$ cat src/hw/rtl/plin_pkg.sv
// Shared types, constants and helper functions of the piecewise-linear interpolator.
package plin_pkg;

    // Field widths fixed by the interface.
    localparam int DATA_W     = 32;
    localparam int PROD_W     = 2 * DATA_W;
    localparam int CHUNK_W    = 16;
    localparam int MUL_STEPS  = DATA_W / CHUNK_W;
    localparam int IDX_IN_W   = 3;
    localparam int SEG_W      = 3;
    localparam int CFG_W      = 4;
    localparam int DIFF_W     = DATA_W + 1;
    localparam int QFIT_W     = 34;
    localparam int SUM_W      = QFIT_W + 2;

    // Table size and register reset values.
    localparam int              MAX_POINTS_DEF = 8;
    localparam int              MIN_POINTS     = 2;
    localparam logic [CFG_W-1:0] PTS_RESET     = 4'd2;

    // Command codes of the input channel.
    localparam logic CMD_LOAD  = 1'b0;
    localparam logic CMD_QUERY = 1'b1;

    // Saturation limits of a Q16.16 result.
    localparam logic [DATA_W-1:0] SAT_MAX = 32'h7FFF_FFFF;
    localparam logic [DATA_W-1:0] SAT_MIN = 32'h8000_0000;

    // Operands handed to the multiply-divide unit, all magnitudes.
    typedef struct packed {
        logic [DATA_W-1:0] mag_dy;
        logic [DATA_W-1:0] mag_dt;
        logic [DATA_W-1:0] mag_dx;
    } md_req_t;

    // Magnitude of a 33-bit difference of two 32-bit values; it always fits in 32 bits.
    function automatic logic [DATA_W-1:0] mag33(input logic signed [DIFF_W-1:0] v);
        logic [DIFF_W-1:0] neg_v;
        neg_v = -v;
        return v[DIFF_W-1] ? neg_v[DATA_W-1:0] : v[DATA_W-1:0];
    endfunction

endpackage

$ cat src/hw/rtl/plin_ram.sv
// Generic single-write, single-read RAM with a registered read port.
module plin_ram #(
    parameter int WIDTH = 2 * plin_pkg::DATA_W,
    parameter int DEPTH = plin_pkg::MAX_POINTS_DEF,
    localparam int ADDR_W = (DEPTH > 1) ? $clog2(DEPTH) : 1
) (
    input  logic              aclk,
    input  logic              we,
    input  logic [ADDR_W-1:0] waddr,
    input  logic [WIDTH-1:0]  wdata,
    input  logic [ADDR_W-1:0] raddr,
    output logic [WIDTH-1:0]  rdata
);

    logic [WIDTH-1:0] mem [DEPTH];

    // Write port and registered read port.
    always_ff @(posedge aclk) begin
        if (we) begin
            mem[waddr] <= wdata;
        end
        rdata <= mem[raddr];
    end

endmodule

$ cat src/hw/rtl/plin_muldiv.sv
// Iterative unit that forms |dy|*|dt| in 16-bit chunks and divides it by |dx| one bit a cycle.
module plin_muldiv (
    input  logic                          aclk,
    input  logic                          aresetn,
    input  logic                          start,
    input  plin_pkg::md_req_t             req,
    output logic                          done,
    output logic [plin_pkg::PROD_W-1:0]   quotient
);

    localparam int CNT_W  = $clog2(plin_pkg::PROD_W);
    localparam int PART_W = plin_pkg::DATA_W + plin_pkg::CHUNK_W;

    typedef enum logic [1:0] {
        MD_IDLE,
        MD_MUL,
        MD_DIV
    } md_state_t;

    md_state_t                      state_reg, state_next;
    logic [CNT_W-1:0]               cnt_reg, cnt_next;
    logic [plin_pkg::DATA_W-1:0]    a_reg, a_next;
    logic [plin_pkg::DATA_W-1:0]    b_reg, b_next;
    logic [plin_pkg::DATA_W-1:0]    d_reg, d_next;
    logic [plin_pkg::PROD_W-1:0]    acc_reg, acc_next;
    logic [plin_pkg::DATA_W-1:0]    rem_reg, rem_next;
    logic                           done_reg, done_next;

    logic [PART_W-1:0]              part;
    logic [plin_pkg::DATA_W:0]      rem_sh;
    logic [plin_pkg::DATA_W:0]      rem_sub;
    logic                           rem_ge;

    // One partial product of the multiplicand and the top chunk of the multiplier.
    assign part = a_reg * b_reg[plin_pkg::DATA_W-1 -: plin_pkg::CHUNK_W];

    // One restoring division step: shift in the next dividend bit and try a subtract.
    assign rem_sh  = {rem_reg, acc_reg[plin_pkg::PROD_W-1]};
    assign rem_ge  = rem_sh >= {1'b0, d_reg};
    assign rem_sub = rem_sh - {1'b0, d_reg};

    // Sequencer: multiply phase, then divide phase, with the quotient built in place.
    always_comb begin
        state_next = state_reg;
        cnt_next   = cnt_reg;
        a_next     = a_reg;
        b_next     = b_reg;
        d_next     = d_reg;
        acc_next   = acc_reg;
        rem_next   = rem_reg;
        done_next  = 1'b0;
        unique case (state_reg)
            MD_IDLE: begin
                if (start) begin
                    a_next     = req.mag_dy;
                    b_next     = req.mag_dt;
                    d_next     = req.mag_dx;
                    acc_next   = '0;
                    rem_next   = '0;
                    cnt_next   = '0;
                    state_next = MD_MUL;
                end
            end
            MD_MUL: begin
                acc_next = (acc_reg << plin_pkg::CHUNK_W) + plin_pkg::PROD_W'(part);
                b_next   = b_reg << plin_pkg::CHUNK_W;
                if (cnt_reg == CNT_W'(plin_pkg::MUL_STEPS - 1)) begin
                    cnt_next   = '0;
                    state_next = MD_DIV;
                end else begin
                    cnt_next = cnt_reg + 1'b1;
                end
            end
            MD_DIV: begin
                rem_next = rem_ge ? rem_sub[plin_pkg::DATA_W-1:0]
                                  : rem_sh[plin_pkg::DATA_W-1:0];
                acc_next = {acc_reg[plin_pkg::PROD_W-2:0], rem_ge};
                if (cnt_reg == CNT_W'(plin_pkg::PROD_W - 1)) begin
                    done_next  = 1'b1;
                    state_next = MD_IDLE;
                end else begin
                    cnt_next = cnt_reg + 1'b1;
                end
            end
            default: begin
                state_next = MD_IDLE;
            end
        endcase
    end

    // State and working registers.
    always_ff @(posedge aclk) begin
        cnt_reg <= cnt_next;
        a_reg   <= a_next;
        b_reg   <= b_next;
        d_reg   <= d_next;
        acc_reg <= acc_next;
        rem_reg <= rem_next;
        if (!aresetn) begin
            state_reg <= MD_IDLE;
            done_reg  <= 1'b0;
        end else begin
            state_reg <= state_next;
            done_reg  <= done_next;
        end
    end

    assign done     = done_reg;
    assign quotient = acc_reg;

endmodule

$ cat src/hw/rtl/piecewise_linear_interpolator_top.sv
// Top level of the piecewise-linear table interpolator: table, segment search and result.
//
// Input channel (s_*): a transfer with s_cmd = load writes one breakpoint (abscissa and
// Q16.16 ordinate) at s_entry_index and gives no result. A transfer
// with s_cmd = query interpolates at s_query_point and gives one result on m_*.
// The configuration write port sets how many breakpoints a query uses (2 up to the table
// size); write it only while no query is in flight.
// A query runs through a sequencer that reads the table one entry a cycle: the segment
// search, the segment fetch, the multiply-divide unit (two 32x16 partial products, a
// 64-step bit-serial divide and the hand-back of the quotient), and loading the output
// register. A query whose segment has equal abscissas skips the divide. s_ready is low
// while a query is in flight, so one query is at work at a time, and the next item is
// taken at the earliest once the result has been loaded into the output register.
// The result waits in an output register until m_ready takes it; while it waits, new items
// are still accepted, and a later query holds its finished result until that register frees.
// Reset clears the control state and sets the breakpoint count to 2; the table contents
// are not cleared and must be loaded before they are queried.
module piecewise_linear_interpolator_top #(
    parameter int MAX_POINTS = plin_pkg::MAX_POINTS_DEF
) (
    input  logic                                 aclk,
    input  logic                                 aresetn,
    input  logic                                 cfg_wr_en,
    input  logic [plin_pkg::CFG_W-1:0]           cfg_wr_data,
    input  logic                                 s_valid,
    output logic                                 s_ready,
    input  logic                                 s_cmd,
    input  logic [plin_pkg::IDX_IN_W-1:0]        s_entry_index,
    input  logic signed [plin_pkg::DATA_W-1:0]   s_abscissa,
    input  logic signed [plin_pkg::DATA_W-1:0]   s_ordinate,
    input  logic signed [plin_pkg::DATA_W-1:0]   s_query_point,
    output logic                                 m_valid,
    input  logic                                 m_ready,
    output logic signed [plin_pkg::DATA_W-1:0]   m_interpolated,
    output logic [plin_pkg::SEG_W-1:0]           m_segment_low,
    output logic                                 m_saturated,
    output logic                                 m_zero_span
);

    localparam int IDX_W   = (MAX_POINTS > 1) ? $clog2(MAX_POINTS) : 1;
    localparam int CNT_W   = $clog2(MAX_POINTS + 1);
    localparam int ENTRY_W = 2 * plin_pkg::DATA_W;
    localparam int DW      = plin_pkg::DATA_W;
    localparam int XW      = plin_pkg::DIFF_W;

    typedef enum logic [3:0] {
        S_IDLE,
        S_X0,
        S_X1,
        S_XL,
        S_SCAN,
        S_LO,
        S_HI,
        S_CHK,
        S_MD,
        S_OUT
    } state_t;

    // Configuration register.
    logic [plin_pkg::CFG_W-1:0] points_used_reg;

    // Sequencer and working registers.
    state_t                 state_reg, state_next;
    logic [CNT_W-1:0]       n_reg, n_next;
    logic signed [DW-1:0]   t_reg, t_next;
    logic signed [DW-1:0]   x0_reg, x0_next;
    logic                   asc_reg, asc_next;
    logic [IDX_W-1:0]       scan_reg, scan_next;
    logic [IDX_W-1:0]       seg_reg, seg_next;
    logic signed [DW-1:0]   x1_reg, x1_next;
    logic signed [DW-1:0]   y1_reg, y1_next;
    logic signed [XW-1:0]   dx_reg, dx_next;
    logic signed [XW-1:0]   dy_reg, dy_next;
    logic signed [XW-1:0]   dt_reg, dt_next;
    logic [DW-1:0]          res_val_reg, res_val_next;
    logic                   res_sat_reg, res_sat_next;
    logic                   res_zs_reg, res_zs_next;

    // Output register.
    logic                   m_valid_reg, m_valid_next;
    logic [DW-1:0]          m_val_reg, m_val_next;
    logic [IDX_W-1:0]       m_seg_reg, m_seg_next;
    logic                   m_sat_reg, m_sat_next;
    logic                   m_zs_reg, m_zs_next;

    // Table memory and multiply-divide unit.
    logic                   ram_we;
    logic [IDX_W-1:0]       ram_waddr;
    logic [IDX_W-1:0]       ram_raddr;
    logic [ENTRY_W-1:0]     ram_rdata;
    logic signed [DW-1:0]   rd_x;
    logic signed [DW-1:0]   rd_y;
    logic                   md_start;
    plin_pkg::md_req_t      md_req;
    logic                   md_done;
    logic [plin_pkg::PROD_W-1:0] md_quo;

    // Derived values.
    logic [CNT_W-1:0]       n_sel;
    logic [IDX_W-1:0]       last_idx;
    logic                   neg;
    logic [plin_pkg::SUM_W-1:0] sum;

    // The breakpoint count register is written directly from the port.
    always_ff @(posedge aclk) begin
        if (!aresetn) begin
            points_used_reg <= plin_pkg::PTS_RESET;
        end else if (cfg_wr_en) begin
            points_used_reg <= cfg_wr_data;
        end
    end

    // Clamp the configured count to the range from 2 up to the table size.
    always_comb begin
        if (int'(points_used_reg) < plin_pkg::MIN_POINTS) begin
            n_sel = CNT_W'(plin_pkg::MIN_POINTS);
        end else if (int'(points_used_reg) > MAX_POINTS) begin
            n_sel = CNT_W'(MAX_POINTS);
        end else begin
            n_sel = CNT_W'(points_used_reg);
        end
    end

    assign last_idx  = IDX_W'(n_reg - CNT_W'(1));
    assign rd_x      = ram_rdata[ENTRY_W-1 -: DW];
    assign rd_y      = ram_rdata[DW-1:0];
    assign ram_waddr = IDX_W'(s_entry_index);

    // Operands for the multiply-divide unit.
    assign md_req.mag_dy = plin_pkg::mag33(dy_reg);
    assign md_req.mag_dt = plin_pkg::mag33(dt_reg);
    assign md_req.mag_dx = plin_pkg::mag33(dx_reg);

    // Sign of the quotient and the unsaturated sum with the lower ordinate.
    assign neg = dy_reg[XW-1] ^ dt_reg[XW-1] ^ dx_reg[XW-1];
    always_comb begin
        if (neg) begin
            sum = plin_pkg::SUM_W'(y1_reg) - {2'b00, md_quo[plin_pkg::QFIT_W-1:0]};
        end else begin
            sum = plin_pkg::SUM_W'(y1_reg) + {2'b00, md_quo[plin_pkg::QFIT_W-1:0]};
        end
    end

    plin_ram #(
        .WIDTH (ENTRY_W),
        .DEPTH (MAX_POINTS)
    ) u_table (
        .aclk  (aclk),
        .we    (ram_we),
        .waddr (ram_waddr),
        .wdata ({s_abscissa, s_ordinate}),
        .raddr (ram_raddr),
        .rdata (ram_rdata)
    );

    plin_muldiv u_muldiv (
        .aclk     (aclk),
        .aresetn  (aresetn),
        .start    (md_start),
        .req      (md_req),
        .done     (md_done),
        .quotient (md_quo)
    );

    // Sequencer: table writes, segment search, segment fetch, differences, divide and result hand-off.
    always_comb begin
        logic             hit;
        logic [IDX_W-1:0] seg_pick;

        hit          = 1'b0;
        seg_pick     = '0;
        state_next   = state_reg;
        n_next       = n_reg;
        t_next       = t_reg;
        x0_next      = x0_reg;
        asc_next     = asc_reg;
        scan_next    = scan_reg;
        seg_next     = seg_reg;
        x1_next      = x1_reg;
        y1_next      = y1_reg;
        dx_next      = dx_reg;
        dy_next      = dy_reg;
        dt_next      = dt_reg;
        res_val_next = res_val_reg;
        res_sat_next = res_sat_reg;
        res_zs_next  = res_zs_reg;
        m_val_next   = m_val_reg;
        m_seg_next   = m_seg_reg;
        m_sat_next   = m_sat_reg;
        m_zs_next    = m_zs_reg;
        ram_we       = 1'b0;
        ram_raddr    = '0;
        md_start     = 1'b0;

        // A waiting result leaves when the receiver takes it.
        m_valid_next = m_valid_reg & ~m_ready;

        unique case (state_reg)
            S_IDLE: begin
                if (s_valid) begin
                    if (s_cmd == plin_pkg::CMD_QUERY) begin
                        n_next     = n_sel;
                        t_next     = s_query_point;
                        ram_raddr  = '0;
                        state_next = S_X0;
                    end else if (int'(s_entry_index) < MAX_POINTS) begin
                        ram_we = 1'b1;
                    end
                end
            end
            S_X0: begin
                x0_next    = rd_x;
                ram_raddr  = IDX_W'(1);
                state_next = S_X1;
            end
            S_X1: begin
                // Direction of the table, then the check below its first abscissa.
                asc_next = rd_x > x0_reg;
                hit      = (rd_x > x0_reg) ? (t_reg <= x0_reg) : (t_reg >= x0_reg);
                if (hit) begin
                    seg_next   = '0;
                    ram_raddr  = '0;
                    state_next = S_LO;
                end else begin
                    ram_raddr  = last_idx;
                    state_next = S_XL;
                end
            end
            S_XL: begin
                // Beyond the last breakpoint: extrapolate along the end segment.
                hit = asc_reg ? (t_reg >= rd_x) : (t_reg <= rd_x);
                if (hit) begin
                    seg_pick   = last_idx - 1'b1;
                    seg_next   = seg_pick;
                    ram_raddr  = seg_pick;
                    state_next = S_LO;
                end else begin
                    scan_next  = IDX_W'(1);
                    ram_raddr  = IDX_W'(1);
                    state_next = S_SCAN;
                end
            end
            S_SCAN: begin
                // First breakpoint past the query point closes the segment.
                hit = asc_reg ? (t_reg < rd_x) : (t_reg > rd_x);
                if (hit || (scan_reg == last_idx)) begin
                    seg_pick   = hit ? (scan_reg - 1'b1) : (last_idx - 1'b1);
                    seg_next   = seg_pick;
                    ram_raddr  = seg_pick;
                    state_next = S_LO;
                end else begin
                    scan_next  = scan_reg + 1'b1;
                    ram_raddr  = scan_reg + 1'b1;
                end
            end
            S_LO: begin
                x1_next    = rd_x;
                y1_next    = rd_y;
                ram_raddr  = seg_reg + 1'b1;
                state_next = S_HI;
            end
            S_HI: begin
                dx_next    = XW'(rd_x) - XW'(x1_reg);
                dy_next    = XW'(rd_y) - XW'(y1_reg);
                dt_next    = XW'(t_reg) - XW'(x1_reg);
                state_next = S_CHK;
            end
            S_CHK: begin
                if (dx_reg == '0) begin
                    res_val_next = '0;
                    res_sat_next = 1'b0;
                    res_zs_next  = 1'b1;
                    state_next   = S_OUT;
                end else begin
                    md_start   = 1'b1;
                    state_next = S_MD;
                end
            end
            S_MD: begin
                if (md_done) begin
                    res_zs_next = 1'b0;
                    if (md_quo[plin_pkg::PROD_W-1:plin_pkg::QFIT_W] != '0) begin
                        // The quotient alone is beyond any 32-bit result.
                        res_val_next = neg ? plin_pkg::SAT_MIN : plin_pkg::SAT_MAX;
                        res_sat_next = 1'b1;
                    end else if (sum[plin_pkg::SUM_W-1:DW-1]
                                 != {(plin_pkg::SUM_W-DW+1){sum[plin_pkg::SUM_W-1]}}) begin
                        res_val_next = sum[plin_pkg::SUM_W-1] ? plin_pkg::SAT_MIN
                                                              : plin_pkg::SAT_MAX;
                        res_sat_next = 1'b1;
                    end else begin
                        res_val_next = sum[DW-1:0];
                        res_sat_next = 1'b0;
                    end
                    state_next = S_OUT;
                end
            end
            S_OUT: begin
                if (!m_valid_reg || m_ready) begin
                    m_valid_next = 1'b1;
                    m_val_next   = res_val_reg;
                    m_seg_next   = seg_reg;
                    m_sat_next   = res_sat_reg;
                    m_zs_next    = res_zs_reg;
                    state_next   = S_IDLE;
                end
            end
            default: begin
                state_next = S_IDLE;
            end
        endcase
    end

    // State, working registers and the output register.
    always_ff @(posedge aclk) begin
        n_reg       <= n_next;
        t_reg       <= t_next;
        x0_reg      <= x0_next;
        asc_reg     <= asc_next;
        scan_reg    <= scan_next;
        seg_reg     <= seg_next;
        x1_reg      <= x1_next;
        y1_reg      <= y1_next;
        dx_reg      <= dx_next;
        dy_reg      <= dy_next;
        dt_reg      <= dt_next;
        res_val_reg <= res_val_next;
        res_sat_reg <= res_sat_next;
        res_zs_reg  <= res_zs_next;
        m_val_reg   <= m_val_next;
        m_seg_reg   <= m_seg_next;
        m_sat_reg   <= m_sat_next;
        m_zs_reg    <= m_zs_next;
        if (!aresetn) begin
            state_reg   <= S_IDLE;
            m_valid_reg <= 1'b0;
        end else begin
            state_reg   <= state_next;
            m_valid_reg <= m_valid_next;
        end
    end

    assign s_ready        = (state_reg == S_IDLE);
    assign m_valid        = m_valid_reg;
    assign m_interpolated = m_val_reg;
    assign m_segment_low  = plin_pkg::SEG_W'(m_seg_reg);
    assign m_saturated    = m_sat_reg;
    assign m_zero_span    = m_zs_reg;

endmodule

$ cat config.mk
export PLATFORM = sky130hd
export DESIGN_NAME = piecewise_linear_interpolator_top
export DESIGN_NICKNAME = d
export VERILOG_FILES = /design/src/hw/rtl/plin_pkg.sv /design/src/hw/rtl/plin_ram.sv /design/src/hw/rtl/plin_muldiv.sv /design/src/hw/rtl/piecewise_linear_interpolator_top.sv
export SDC_FILE = /design/constraint.sdc
export NUM_CORES = 2
export LEC_CHECK = 0
export BUFFER_PORTS_ARGS = -buffer_cell sky130_fd_sc_hd__buf_2
export CORE_MARGIN = 3
export CORE_UTILIZATION = 45
export DETAILED_ROUTE_END_ITERATION = 7
export SLEW_MARGIN = 20
export SYNTH_ARGS = -nofsm -noshare
export SYNTH_HDL_FRONTEND = slang
export SYNTH_HIERARCHICAL = 1
export SYNTH_SLANG_ARGS = --single-unit
$ cat constraint.sdc
create_clock -name aclk -period 10.7 [get_ports aclk]
set_input_delay 0.535 -clock aclk [delete_from_list [all_inputs] [get_ports aclk]]
set_output_delay 0.535 -clock aclk [all_outputs]
set_load 0.02 [all_outputs]
==> flow_summary.ini <==
[yosys]
syn_area_um2 = 70750
synth_area_leader_cell = edfxtp_1
ys_seq_elements = 1094
async_flop_share_pct = 0
yosys_warnings = 6
synth-seq-area-share_pct = 45.36
ys_types = 111
synth_area_leaders = edfxtp_1 (43%), fa_1 (13%), ha_1 (7.3%)
ys.flop_type = edfxtp_1
synthMuxAreaShare_pct = 5.806
synth_compound_area_share_pct = 8.941
synth_edf_count = 1018
synth_top_family_by_area = adder cells
avgSynthCellArea_um2 = 11.85
synth-xor-area-share_pct = 3.838
synth_fa_ha_area_share_pct = 20.13
synthSimpleGateAreaFrac_pct = 10.11
synth_cells = 5971
syn-num-nets = 6945
synth.top_cell.area_share_pct = 43.21

[routing]
first_pass_iters = 6
drc = 0
wl_um = 174400
wl_per_cell_um = 21.02
vias = 45414
drtIter0Drc = 3344
viasPerCell = 5.472
ant_nets = 0

[setup_path]
critical_path.top_delay_family = adder cells
cp_slowest_cell = edfxtp_1
slowest_delay_ps = 920
start_kind = flip-flop
arrival_ps = 8170
cp.required_ps = 11170
crit_path_end_kind = flip-flop
crit_top_cell = fa_1
path_class = reg -> reg
cp_num_buf_inv = 3
rr_worst_depth = 21
cp_max_fo = 20
cp.depth = 21
path_cells = nand2_1 > fa_1 > fa_1 > fa_1 > fa_1 > inv_1 > fa_1 > inv_1 > fa_1 > inv_1 > ha_1 > a21oi_2 > nand2_1 > a21oi_1 > a2111oi_1 > o211ai_1 > a41oi_1 > o41a_2 > nor3_1 > nand2_1 > o311ai_0

[final_layout]
final_cell_mix = edfxtp_1 (1018), inv_1 (852), nand2_1 (536)
synthToLayoutAreaGrowth_pct = 10.51
regMostFlops = u_table/mem
fillCellCount = 13613
drive_gt1_share_pct = 10.69
seq_area_um2 = 32090
mostFrequentLayoutCell = edfxtp_1
nets = 7125
largest_reg_flops = 512
fin_area_um2 = 78190
multi_input_area_um2 = 34660

[hold_path]
hold_path.class = in -> reg
hold_path_depth = 3

[pwr]
p_clk_share_pct = 26.7
p_leak_nw = 31.33
p_seq_share_pct = 37.3
p_comb_share_pct = 36.0
p_int_w = 0.009760
p_per_area_nw_per_um2 = 189.3
p_sw_w = 0.005038
swShare_pct = 34.04
ir_drop_mv = 0.2582

[die]
die-area_um2 = 162000
row_count = 144
ios = 148
die-width_um = 402.5
die_h_um = 402.5
initial_core_util_pct = 45.61
fp.coreArea_um2 = 155100

[place]
post-dp-hpwl_um = 128100
place_congestion = 0.9171
port_buffers = 147
place_area_um2 = 73670
pre_cts_slack_ps = 3049

[timing]
post-route-period-util_pct = 71.96
setup_viol = 0
tightest_slew_ps = 1063
hold_violations = 0
report.final.slew_viol_count = 0
rsz0062_at_grt = no
fin_ws_ps = 3000
fin_crit_ps = 7700
clock_skew_ps = 83.27
slew_headroom_pct = 29.15
whs_ps = 60.60
fin_setup_tns_ps = 0
max_freq_mhz = 129.9

[clocking]
ctsRootBufferMaster = clkbuf_16
clock-sinks = 1094
postCtsResizedCells = 0
cts_setup_buffers = 0
cts_max_level = 3
cts_buffer_depth = 3
holdBufCountCts = 60
clk_latency_ps = 750
cts_made_buffers = 115
clk_pin_slew_ps = 60
tritoncts = built

[job]
drv_cap = 0

[global_route]
antenna_found_initial = 13
grt_pass1_wl_um = 271300
grt_max_degree = 97
grt_overflow = 0
grt_usage_pct = 21.52
first_global_vias = 46222

[status]
status = completed
[per-layer routing]
metal | GRT usage, % | vias to the layer above | share of wire, %
li1 | - | 21173 | -
met1 | 31.38 | 22861 | 47
met2 | 34.22 | 1175 | 46
met3 | 3.210 | 197 | 5.9
met4 | 4.723 | 8 | 1.8
met5 | 0 | - | 0.030
[power by group through the flow]
stage / Sequential, W / Clock, W / Combinational (W)
floorplan: 0.00542 / 0 / 0.00403
global placement: 0.00559 / 0 / 0.00525
detailed placement: 0.00560 / 0 / 0.00528
CTS: 0.00551 / 0.00405 / 0.00534
global route: 0.00554 / 0.00422 / 0.00590
finish: 0.00551 / 0.00395 / 0.00533
[Yosys cell counts (23+ instances only)]
library cell,instances
a21oi_1,235
o31ai_1,42
xnor2_1,215
ha_1,410
mux2i_1,29
edfxtp_1,1018
and2_1,229
fa_1,455
nor3_1,55
o21ai_0,219
dfxtp_1,76
nand4_1,57
mux4_2,128
o211ai_1,25
a22oi_1,29
nand2b_1,52
a31oi_1,23
nand2_1,536
a211oi_1,26
nand3_1,65
and3_1,30
o21a_1,40
inv_1,853
nor2b_1,84
nor2_1,225
or3_1,29
a21o_1,116
mux2_2,83
xor2_1,95
clkbuf_1,155
[final timing paths]
check / startpoint / to / slack [ps]
min: cfg_wr_data[0] / points_used_reg[0] / 60
max: u_muldiv/b_reg[19] / u_muldiv/quotient[59] / 3000
max reg2reg: u_muldiv/b_reg[19] / u_muldiv/quotient[59] / 3000
min reg2reg: res_val_reg[27] / m_interpolated[27] / 410
[per-stage QoR]
step | util, % | std cells | total power (W)
after floorplan | - | 5971 | 0.009446
after global placement | 47.47 | 8011 | 0.01084
after detailed placement | 47.49 | 8012 | 0.01088
after CTS | 50.32 | 8286 | 0.01490
after global routing | 50.39 | 8293 | 0.01566
final | 50.40 | 8299 | 0.01480
[logic make-up (layout without fill, tap and decap cells)]
group,after synthesis,count (layout)
AND/OR/NAND/NOR,1448,1448
flip-flops,1094,1094
XOR/XNOR,310,310
multiplexers,240,240
buffers and inverters,1055,1332
AO/OA/AOI/OAI,959,959
adder cells (fa/ha/maj),865,865
other,0,7
[cell type report]
cell class | instances | share of cell area, %
clock inverters | 54 | 0.8129
inverters | 853 | 4.095
repair buffers | 265 | 2.381
diodes | 7 | 0.02240
flip-flops and latches | 1094 | 41.04
well taps | 2044 | 3.271
multi-input cells | 3822 | 44.33
clock buffers | 160 | 4.039
[worst register-to-register path: stages, from the launching register on]
cell and delay (ps):
edfxtp_1 920, nand2_1 210, fa_1 610, fa_1 440, fa_1 500, fa_1 510, inv_1 60, fa_1 550
inv_1 60, fa_1 530, inv_1 40, ha_1 350, a21oi_2 190, nand2_1 70, a21oi_1 440, a2111oi_1 200
o211ai_1 370, a41oi_1 220, o41a_2 470, nor3_1 480, nand2_1 100, o311ai_0 130
Power figures use the tool's default switching activity.
